<file path="src/rtl/core/key_directory_table_assert.svh">
// ----------------------------------------------------------------------------
// Key directory table assertion macros
// Shorthand for the concurrent checks at the end of the top level.
// ----------------------------------------------------------------------------
`ifndef KEY_DIRECTORY_TABLE_ASSERT_SVH
`define KEY_DIRECTORY_TABLE_ASSERT_SVH

// Same-cycle implication, sampled on clk, off while rst_n is low.
`define KDT_ASSERT_NOW(lbl, ante, cons, msg) \
    lbl: assert property (@(posedge clk) disable iff (!rst_n) (ante) |-> (cons)) \
        else $error(msg);

// Next-cycle implication, sampled on clk, off while rst_n is low.
`define KDT_ASSERT_NEXT(lbl, ante, cons, msg) \
    lbl: assert property (@(posedge clk) disable iff (!rst_n) (ante) |=> (cons)) \
        else $error(msg);

`endif

</file>
<file path="src/rtl/core/kdt_pkg.sv">
// ----------------------------------------------------------------------------
// Key directory table package
// Shared constants, operation and status codes, and the result record.
// ----------------------------------------------------------------------------
package kdt_pkg;

    localparam int KDT_ENTRIES   = 64;
    localparam int KDT_KEY_BYTES = 8;

    localparam int FUNC_W   = 2;
    localparam int STATUS_W = 3;
    localparam int SLOT_W   = 6;
    localparam int KEY_IN_W = 64;

    typedef enum logic [FUNC_W-1:0] {
        FN_CREATE = 2'd0,
        FN_DELETE = 2'd1,
        FN_LIST   = 2'd2,
        FN_UNUSED = 2'd3
    } func_t;

    typedef enum logic [STATUS_W-1:0] {
        ST_CREATED    = 3'd0,
        ST_DUPLICATE  = 3'd1,
        ST_FULL       = 3'd2,
        ST_DELETED    = 3'd3,
        ST_NOT_FOUND  = 3'd4,
        ST_LIST_ENTRY = 3'd5,
        ST_LIST_EMPTY = 3'd6
    } status_t;

    typedef enum logic [1:0] {
        SEQ_IDLE,
        SEQ_SCAN,
        SEQ_FINISH
    } seq_state_t;

    typedef struct packed {
        status_t               status;
        logic [SLOT_W-1:0]     slot;
        logic [KEY_IN_W-1:0]   entry_key;
        logic                  last;
    } rsp_t;

endpackage

</file>
<file path="src/rtl/core/kdt_ram.sv">
// ----------------------------------------------------------------------------
// Generic single-port-write RAM
// One write port and one read port, read data registered, held when idle.
// ----------------------------------------------------------------------------
module kdt_ram #(
    parameter int WIDTH = 64,
    parameter int DEPTH = 64
) (
    input  logic                                     clk,
    input  logic                                     wr_en,
    input  logic [((DEPTH > 1) ? $clog2(DEPTH) : 1)-1:0] wr_addr,
    input  logic [WIDTH-1:0]                         wr_data,
    input  logic                                     rd_en,
    input  logic [((DEPTH > 1) ? $clog2(DEPTH) : 1)-1:0] rd_addr,
    output logic [WIDTH-1:0]                         rd_data
);

    logic [WIDTH-1:0] mem [DEPTH];
    logic [WIDTH-1:0] rd_data_reg;

    always_ff @(posedge clk)
    begin
        if (wr_en)
        begin
            mem[wr_addr] <= wr_data;
        end
        if (rd_en)
        begin
            rd_data_reg <= mem[rd_addr];
        end
    end

    assign rd_data = rd_data_reg;

endmodule

</file>
<file path="src/rtl/core/kdt_seq.sv">
// ----------------------------------------------------------------------------
// Key directory table sequencer
// Walks the slots one per cycle via the key RAM and one comparator, waiting
// while the output register cannot take a result; keeps the valid bits.
// ----------------------------------------------------------------------------
module kdt_seq #(
    parameter int ENTRIES   = kdt_pkg::KDT_ENTRIES,
    parameter int KEY_BYTES = kdt_pkg::KDT_KEY_BYTES
) (
    input  logic                                         clk,
    input  logic                                         rst_n,
    input  logic                                         start,
    input  kdt_pkg::func_t                               start_func,
    input  logic [KEY_BYTES*8-1:0]                       start_key,
    output logic                                         idle,
    input  logic                                         out_free,
    output logic                                         rsp_valid,
    output kdt_pkg::rsp_t                                rsp,
    output logic                                         rd_en,
    output logic [((ENTRIES > 1) ? $clog2(ENTRIES) : 1)-1:0] rd_addr,
    input  logic [KEY_BYTES*8-1:0]                       rd_data,
    output logic                                         wr_en,
    output logic [((ENTRIES > 1) ? $clog2(ENTRIES) : 1)-1:0] wr_addr,
    output logic [KEY_BYTES*8-1:0]                       wr_data
);

    import kdt_pkg::*;

    localparam int KEY_W = KEY_BYTES * 8;
    localparam int AW    = (ENTRIES > 1) ? $clog2(ENTRIES) : 1;
    localparam int IW    = $clog2(ENTRIES + 1);

    seq_state_t         state_reg, state_next;
    func_t              func_reg, func_next;
    logic [KEY_W-1:0]   key_reg, key_next;
    logic [IW-1:0]      idx_reg, idx_next;
    logic               pv_reg, pv_next;
    logic [AW-1:0]      pidx_reg, pidx_next;
    logic               free_found_reg, free_found_next;
    logic [AW-1:0]      free_idx_reg, free_idx_next;
    logic               any_reg, any_next;
    logic [ENTRIES-1:0] valid_reg, valid_next;

    logic vbit;
    logic hit;
    logic more_above;
    logic emit_now;
    logic advance;
    logic issue;

    always_ff @(posedge clk or negedge rst_n)
    begin
        if (!rst_n)
        begin
            state_reg      <= SEQ_IDLE;
            pv_reg         <= 1'b0;
            free_found_reg <= 1'b0;
            any_reg        <= 1'b0;
            valid_reg      <= '0;
            idx_reg        <= '0;
        end
        else
        begin
            state_reg      <= state_next;
            pv_reg         <= pv_next;
            free_found_reg <= free_found_next;
            any_reg        <= any_next;
            valid_reg      <= valid_next;
            idx_reg        <= idx_next;
        end
    end

    always_ff @(posedge clk)
    begin
        func_reg     <= func_next;
        key_reg      <= key_next;
        pidx_reg     <= pidx_next;
        free_idx_reg <= free_idx_next;
    end

    // While pv_reg is set, the RAM output belongs to the compare-stage slot.
    assign vbit       = valid_reg[pidx_reg];
    assign hit        = vbit && (rd_data == key_reg);
    assign more_above = ((valid_reg >> pidx_reg) >> 1) != '0;
    assign emit_now   = pv_reg && ((func_reg == FN_LIST) ? vbit : hit);
    assign advance    = !emit_now || out_free;
    assign issue      = idx_reg < IW'(ENTRIES);

    always_comb
    begin
        state_next      = state_reg;
        func_next       = func_reg;
        key_next        = key_reg;
        idx_next        = idx_reg;
        pv_next         = pv_reg;
        pidx_next       = pidx_reg;
        free_found_next = free_found_reg;
        free_idx_next   = free_idx_reg;
        any_next        = any_reg;
        valid_next      = valid_reg;

        idle            = 1'b0;
        rsp_valid       = 1'b0;
        rsp.status      = ST_CREATED;
        rsp.slot        = '0;
        rsp.entry_key   = KEY_IN_W'(key_reg);
        rsp.last        = 1'b1;
        rd_en           = 1'b0;
        rd_addr         = idx_reg[AW-1:0];
        wr_en           = 1'b0;
        wr_addr         = free_idx_reg;
        wr_data         = key_reg;

        unique case (state_reg)
            SEQ_IDLE:
            begin
                idle = 1'b1;
                if (start)
                begin
                    func_next       = start_func;
                    key_next        = start_key;
                    idx_next        = '0;
                    pv_next         = 1'b0;
                    free_found_next = 1'b0;
                    any_next        = 1'b0;
                    if (start_func != FN_UNUSED)
                    begin
                        state_next = SEQ_SCAN;
                    end
                end
            end

            SEQ_SCAN:
            begin
                if (advance)
                begin
                    rd_en     = issue;
                    idx_next  = issue ? idx_reg + IW'(1) : idx_reg;
                    pv_next   = issue;
                    pidx_next = idx_reg[AW-1:0];
                    if (pv_reg)
                    begin
                        unique case (func_reg)
                            FN_CREATE:
                            begin
                                if (hit)
                                begin
                                    rsp_valid  = 1'b1;
                                    rsp.status = ST_DUPLICATE;
                                    state_next = SEQ_IDLE;
                                end
                                else if (!vbit && !free_found_reg)
                                begin
                                    free_found_next = 1'b1;
                                    free_idx_next   = pidx_reg;
                                end
                            end
                            FN_DELETE:
                            begin
                                if (hit)
                                begin
                                    valid_next[pidx_reg] = 1'b0;
                                    rsp_valid  = 1'b1;
                                    rsp.status = ST_DELETED;
                                    rsp.slot   = SLOT_W'(pidx_reg);
                                    state_next = SEQ_IDLE;
                                end
                            end
                            FN_LIST:
                            begin
                                if (vbit)
                                begin
                                    rsp_valid     = 1'b1;
                                    rsp.status    = ST_LIST_ENTRY;
                                    rsp.slot      = SLOT_W'(pidx_reg);
                                    rsp.entry_key = KEY_IN_W'(rd_data);
                                    rsp.last      = !more_above;
                                    any_next      = 1'b1;
                                end
                            end
                            default:
                            begin
                                state_next = SEQ_IDLE;
                            end
                        endcase
                    end
                    else if (!issue)
                    begin
                        state_next = SEQ_FINISH;
                    end
                end
            end

            SEQ_FINISH:
            begin
                unique case (func_reg)
                    FN_CREATE:
                    begin
                        if (out_free)
                        begin
                            rsp_valid  = 1'b1;
                            state_next = SEQ_IDLE;
                            if (free_found_reg)
                            begin
                                wr_en                    = 1'b1;
                                valid_next[free_idx_reg] = 1'b1;
                                rsp.status               = ST_CREATED;
                                rsp.slot                 = SLOT_W'(free_idx_reg);
                            end
                            else
                            begin
                                rsp.status = ST_FULL;
                            end
                        end
                    end
                    FN_DELETE:
                    begin
                        if (out_free)
                        begin
                            rsp_valid  = 1'b1;
                            rsp.status = ST_NOT_FOUND;
                            state_next = SEQ_IDLE;
                        end
                    end
                    FN_LIST:
                    begin
                        if (any_reg)
                        begin
                            state_next = SEQ_IDLE;
                        end
                        else if (out_free)
                        begin
                            rsp_valid  = 1'b1;
                            rsp.status = ST_LIST_EMPTY;
                            state_next = SEQ_IDLE;
                        end
                    end
                    default:
                    begin
                        state_next = SEQ_IDLE;
                    end
                endcase
            end

            default:
            begin
                state_next = SEQ_IDLE;
            end
        endcase
    end

endmodule

</file>
<file path="src/rtl/core/key_directory_table.sv">
// ----------------------------------------------------------------------------
// Key directory table
// Fixed table of keyed slots: create, delete and list requests, one result
// register toward the consumer.
// ----------------------------------------------------------------------------
//  Channel   Handshake             Payload
//  input     in_valid / in_ready   func, key
//  output    out_valid / out_ready status, slot, entry_key, last
//
// Create and delete walk the slots one per cycle through the key RAM read
// port and one comparator, waiting while a result finds the result register
// full; a hit ends the walk early. A list walks the slots the same way and
// pauses while each of its results waits for the consumer.
// The block takes a new request only when the sequencer is idle; the result
// register may still hold an unread result. Unused function codes are
// dropped at once. Reset clears all valid bits at once; there is no
// clearing pass.
module key_directory_table #(
    parameter int ENTRIES   = kdt_pkg::KDT_ENTRIES,
    parameter int KEY_BYTES = kdt_pkg::KDT_KEY_BYTES
) (
    input  logic                            clk,
    input  logic                            rst_n,
    input  logic                            in_valid,
    output logic                            in_ready,
    input  logic [kdt_pkg::FUNC_W-1:0]      func,
    input  logic [kdt_pkg::KEY_IN_W-1:0]    key,
    output logic                            out_valid,
    input  logic                            out_ready,
    output logic [kdt_pkg::STATUS_W-1:0]    status,
    output logic [kdt_pkg::SLOT_W-1:0]      slot,
    output logic [kdt_pkg::KEY_IN_W-1:0]    entry_key,
    output logic                            last
);

    import kdt_pkg::*;

    `include "key_directory_table_assert.svh"

    localparam int KEY_W = KEY_BYTES * 8;
    localparam int AW    = (ENTRIES > 1) ? $clog2(ENTRIES) : 1;

    logic             start;
    logic             seq_idle;
    logic             out_free;
    logic             rsp_valid;
    rsp_t             rsp;
    logic             rd_en;
    logic [AW-1:0]    rd_addr;
    logic [KEY_W-1:0] rd_data;
    logic             wr_en;
    logic [AW-1:0]    wr_addr;
    logic [KEY_W-1:0] wr_data;

    logic             out_valid_reg, out_valid_next;
    rsp_t             out_rsp_reg;

    logic             scan_start;
    logic             slotless_out;

    assign in_ready = seq_idle;
    assign start    = in_valid && in_ready;
    assign out_free = !out_valid_reg || out_ready;

    kdt_seq #(
        .ENTRIES   (ENTRIES),
        .KEY_BYTES (KEY_BYTES)
    ) u_seq (
        .clk        (clk),
        .rst_n      (rst_n),
        .start      (start),
        .start_func (func_t'(func)),
        .start_key  (key[KEY_W-1:0]),
        .idle       (seq_idle),
        .out_free   (out_free),
        .rsp_valid  (rsp_valid),
        .rsp        (rsp),
        .rd_en      (rd_en),
        .rd_addr    (rd_addr),
        .rd_data    (rd_data),
        .wr_en      (wr_en),
        .wr_addr    (wr_addr),
        .wr_data    (wr_data)
    );

    kdt_ram #(
        .WIDTH (KEY_W),
        .DEPTH (ENTRIES)
    ) u_key_ram (
        .clk     (clk),
        .wr_en   (wr_en),
        .wr_addr (wr_addr),
        .wr_data (wr_data),
        .rd_en   (rd_en),
        .rd_addr (rd_addr),
        .rd_data (rd_data)
    );

    always_comb
    begin
        out_valid_next = out_valid_reg;
        if (rsp_valid)
        begin
            out_valid_next = 1'b1;
        end
        else if (out_ready)
        begin
            out_valid_next = 1'b0;
        end
    end

    always_ff @(posedge clk or negedge rst_n)
    begin
        if (!rst_n)
        begin
            out_valid_reg <= 1'b0;
        end
        else
        begin
            out_valid_reg <= out_valid_next;
        end
    end

    always_ff @(posedge clk)
    begin
        if (rsp_valid)
        begin
            out_rsp_reg <= rsp;
        end
    end

    assign out_valid = out_valid_reg;
    assign status    = out_rsp_reg.status;
    assign slot      = out_rsp_reg.slot;
    assign entry_key = out_rsp_reg.entry_key;
    assign last      = out_rsp_reg.last;

    assign scan_start   = start && (func_t'(func) != FN_UNUSED);
    assign slotless_out = out_valid && ((status == ST_DUPLICATE) || (status == ST_FULL) ||
                                        (status == ST_NOT_FOUND) || (status == ST_LIST_EMPTY));

    // A new result may only be loaded when the result register can take it.
    `KDT_ASSERT_NOW(a_rsp_into_free_reg, rsp_valid, out_free, "result loaded over an unread result")

    // Any real request leaves the block busy in the cycle after it is accepted.
    `KDT_ASSERT_NEXT(a_busy_after_request, scan_start, !in_ready, "request accepted during a scan")

    // Results that name no slot carry slot zero and end their request.
    `KDT_ASSERT_NOW(a_no_slot_results, slotless_out, (slot == '0) && last, "bad slotless result")

endmodule

</file>
<file path="config.mk">
export PLATFORM = sky130hd
export DESIGN_NAME = key_directory_table
export DESIGN_NICKNAME = d
export VERILOG_FILES = /design/src/rtl/core/kdt_pkg.sv /design/src/rtl/core/kdt_ram.sv /design/src/rtl/core/kdt_seq.sv /design/src/rtl/core/key_directory_table.sv
export VERILOG_INCLUDE_DIRS = /design/src /design/src/rtl/core
export SDC_FILE = /design/constraint.sdc
export NUM_CORES = 2
export LEC_CHECK = 0
export BUFFER_PORTS_ARGS = -buffer_cell sky130_fd_sc_hd__buf_2
export CAP_MARGIN = 25
export CORE_MARGIN = 8
export CORE_UTILIZATION = 40
export DETAILED_ROUTE_END_ITERATION = 12
export SLEW_MARGIN = 10
export SYNTH_ARGS = -nofsm -noshare
export SYNTH_HDL_FRONTEND = slang
export SYNTH_SLANG_ARGS = --single-unit
</file>
<file path="constraint.sdc">
create_clock -name clk -period 12.4 [get_ports clk]
set_input_delay 2.48 -clock clk [delete_from_list [all_inputs] [get_ports clk]]
set_output_delay 2.48 -clock clk [all_outputs]
set_load 0.02 [all_outputs]
</file>
==> flow_summary.ini <==
[clock_tree]
cts_tree = built
postCtsResizedCells = 0
postCtsSetupBuffers = 0
clk_pin_slew_ns = 0.06
clkLatencyLatePin_ns = 1.00
cts_max_level = 5
holdBufCountCts = 0
cts.sinks = 4389
cts-root-buf = clkbuf_16
cts_max_path_buffers = 4
cts_made_buffers = 436

[global_route]
grt_pass1_vias = 80379
grt_antenna_before_repair = 49
grt_max_degree = 126
grt_overflow = 0
grt_pass1_wl_um = 658000
grtUsageTotal_pct = 20.9

[logic_synthesis]
yosysTopAreaCell = edfxtp_1
synth.most_common_cell = edfxtp_1
ys_types = 74
yosysSeqAreaShare_pct = 77.7
synth_top_family_by_area = multiplexers
syn_inst = 6945
synthTopCellsByArea = edfxtp_1 (77%), mux4_2 (18%), dfrtp_1 (1.1%), clkbuf_1 (0.53%), mux2_2 (0.49%)
synth-compound-area-share_pct = 1.06
muxShareOfSynthArea_pct = 18.8
ys_warn_count = 0
syn_nets = 7024
synth_edf_count = 4312
synth_ff_type = edfxtp_1
yosysTopAreaCellShare_pct = 76.6
synthXorXnorAreaFrac_pct = 0.331
avgSynthCellArea_um2 = 24.4
synth_area_um2 = 169000
async_reset_ff_share_pct = 1.75
synth.top_cells.by_count = edfxtp_1 (4312), mux4_2 (1354), clkbuf_1 (239)
synth_fa_ha_area_share_pct = 0.0666
ys_ff_latch = 4389
synthSimpleGateAreaFrac_pct = 1.01

[finish]
multiInputGateArea_um2 = 36600
regMostFlops = u_key_ram.mem
postLayoutCoreUtil_pct = 45.7
area_growth_syn_to_layout_pct = 13.6
register_area_um2 = 131000
finalNetCount = 7519
largest_register_ffs = 4096
final_layout_size_suffix_gt1_share_pct = 32.8
fillers = 34464

[critical_path]
reg2reg_slack_ns = 6.83
reg2reg_to = entry_key[20]
cp_max_fo = 83
arrival_ns = 6.29
reg2reg_from = u_seq.pidx_reg[0]
cp-end-kind = flip-flop
critPathLaunch = u_seq.pidx_reg[0]
reg2reg_depth = 10
criticalPathCategory = flip-flop to flip-flop
cp_data_required_time_ns = 13.12
worst_setup_path_start_kind = flip-flop

[die]
core.rowCount = 238
fp.coreArea_um2 = 420000
die_area_um2 = 444000
die_h_um = 666
start_util_pct = 40.2
die_w_um = 666
ios = 146

[sta]
clock.fmax_mhz = 180
rsz0062_at_grt = no
tns_ns = 0
slew_viol_final = 0
hold_viol_final = 0
period_needed_ns = 5.57
min_period_over_period_pct = 44.9
finalSetupViolCount = 0
tightest_slew_ns = 1.24
clock_skew_ns = 0.0823
relSlewSlack_pct = 17.4

[route]
wl_um = 476000
wire_per_inst_um = 35.4
vias = 80659
first_pass_iters = 6
route.detailed.drc = 0
topRoutingLayerUsed = met5
viasPerCell = 5.99
antenna_left = 0
met2_length_um = 229000
wl_met1_um = 189000
wl_met3_um = 40700
drtIter0Drc = 10842

[power]
powerDensity_nw_per_um2 = 202
leakagePower_nw = 57.7
ir_drop_uv = 163

[hold_path]
worstHoldStart = u_seq.free_found_reg
worstHoldPathCells = 2
hold_path_end = u_seq.free_found_reg
hp-class = flip-flop to flip-flop

[run]
max_cap_violations = 0

[status]
outcome = finished, final reports clean

[placement]
port-buffer-count = 145
place_hpwl_um = 280000
place.gp.congestion = 0.865
cells in the final DEF (no fill, tap or decap), types with 10 or more instances in the layout:
cell type   instances
a211oi_1           14
a21oi_1            70
a31oi_1            30
a41oi_1            13
buf_12             18
buf_2             144
buf_4             269
bufinv_16          27
clkbuf_1          103
clkbuf_16         441
clkbuf_8           10
clkinv_1           89
clkinv_2           81
clkinvlp_4         13
dfrtp_1            71
diode_2            23
edfxtp_1         4312
inv_1              24
inv_6              15
mux2_2             73
mux2i_1            38
mux4_2           1354
nand2_1            56
nand2b_1           11
nand3_1            21
nand4_1            22
nor2_1             49
nor2_4             66
nor2b_1            17
nor3_1             37
nor4_1             12
o21ai_0            36
o41ai_1            25
xnor2_1            64
how the worst max path moves through the flow:
stage | slack, ns | endpoint
floorplan | 3.76 | entry_key[0]
global placement | 6.09 | u_key_ram.mem[11][33]
CTS | 6.93 | entry_key[20]
finish | 6.83 | entry_key[20]
global route | 6.71 | entry_key[30]
detailed placement | 6.08 | u_key_ram.mem[11][31]
critical path, stage by stage (launching register included):
cell and delay [ns]:
edfxtp_1 0.33, buf_4 0.51, buf_4 0.85, mux4_1 0.71
mux2i_1 0.19, a221oi_1 0.17, nor2_4 0.27, nand2_2 0.19
nand3_4 0.56, buf_4 0.89, mux2_2 0.42
final cells by class:
| cell class | instances | share of cell area (%) |
|---|---|---|
| sequential | 4389 | 68.4 |
| timing repair buffer | 437 | 1.67 |
| antenna | 23 | 0.0300 |
| clock inverter | 240 | 1.08 |
| inverter | 26 | 0.0534 |
| clock buffer | 554 | 6.02 |
| tap | 5640 | 3.67 |
| multi-input combinational | 2150 | 19.0 |
per-stage QoR:
step           hold slack, ns  instance area (µm²)  setup slack (ns)  total power, mW  cells
6_report                0.553               192000              6.83             38.7  13459
5_1_grt                 0.583               192000              6.71             39.8  13438
4_1_cts                 0.555               192000              6.93             39.1  13433
3_5_place_dp            0.539               178000              6.08             26.4  12639
3_3_place_gp            0.527               178000              6.09             26.3  12632
2_1_floorplan           0.423               169000              3.76             22.9   6945
kinds of logic (layout without fill, tap and decap cells):
| family | after synthesis | after routing |
|---|---|---|
| AOI/OAI and AO/OA | 259 | 259 |
| and+or+nand+nor | 346 | 346 |
| buffers and inverters | 406 | 1257 |
| other | 0 | 23 |
| DFF | 4389 | 4389 |
| adders and majority gates | 9 | 9 |
| muxes | 1472 | 1472 |
| xor gates and xnor gates | 64 | 64 |
routing by layer:
metal | vias up | GRT usage [%]
met3 | 720 | 3.85
met1 | 44573 | 29.2
met2 | 4125 | 33.8
met4 | 14 | 6.52
met5 | - | 0
li1 | 31227 | -
report_power, final:
part / internal (mW) / total (mW) / switching [mW]
combinational: 3.55 / 8.63 / 5.08
sequential: 17.0 / 17.4 / 0.372
clock: 7.15 / 12.7 / 5.56
No activity file was read; power rests on OpenSTA's default activity.
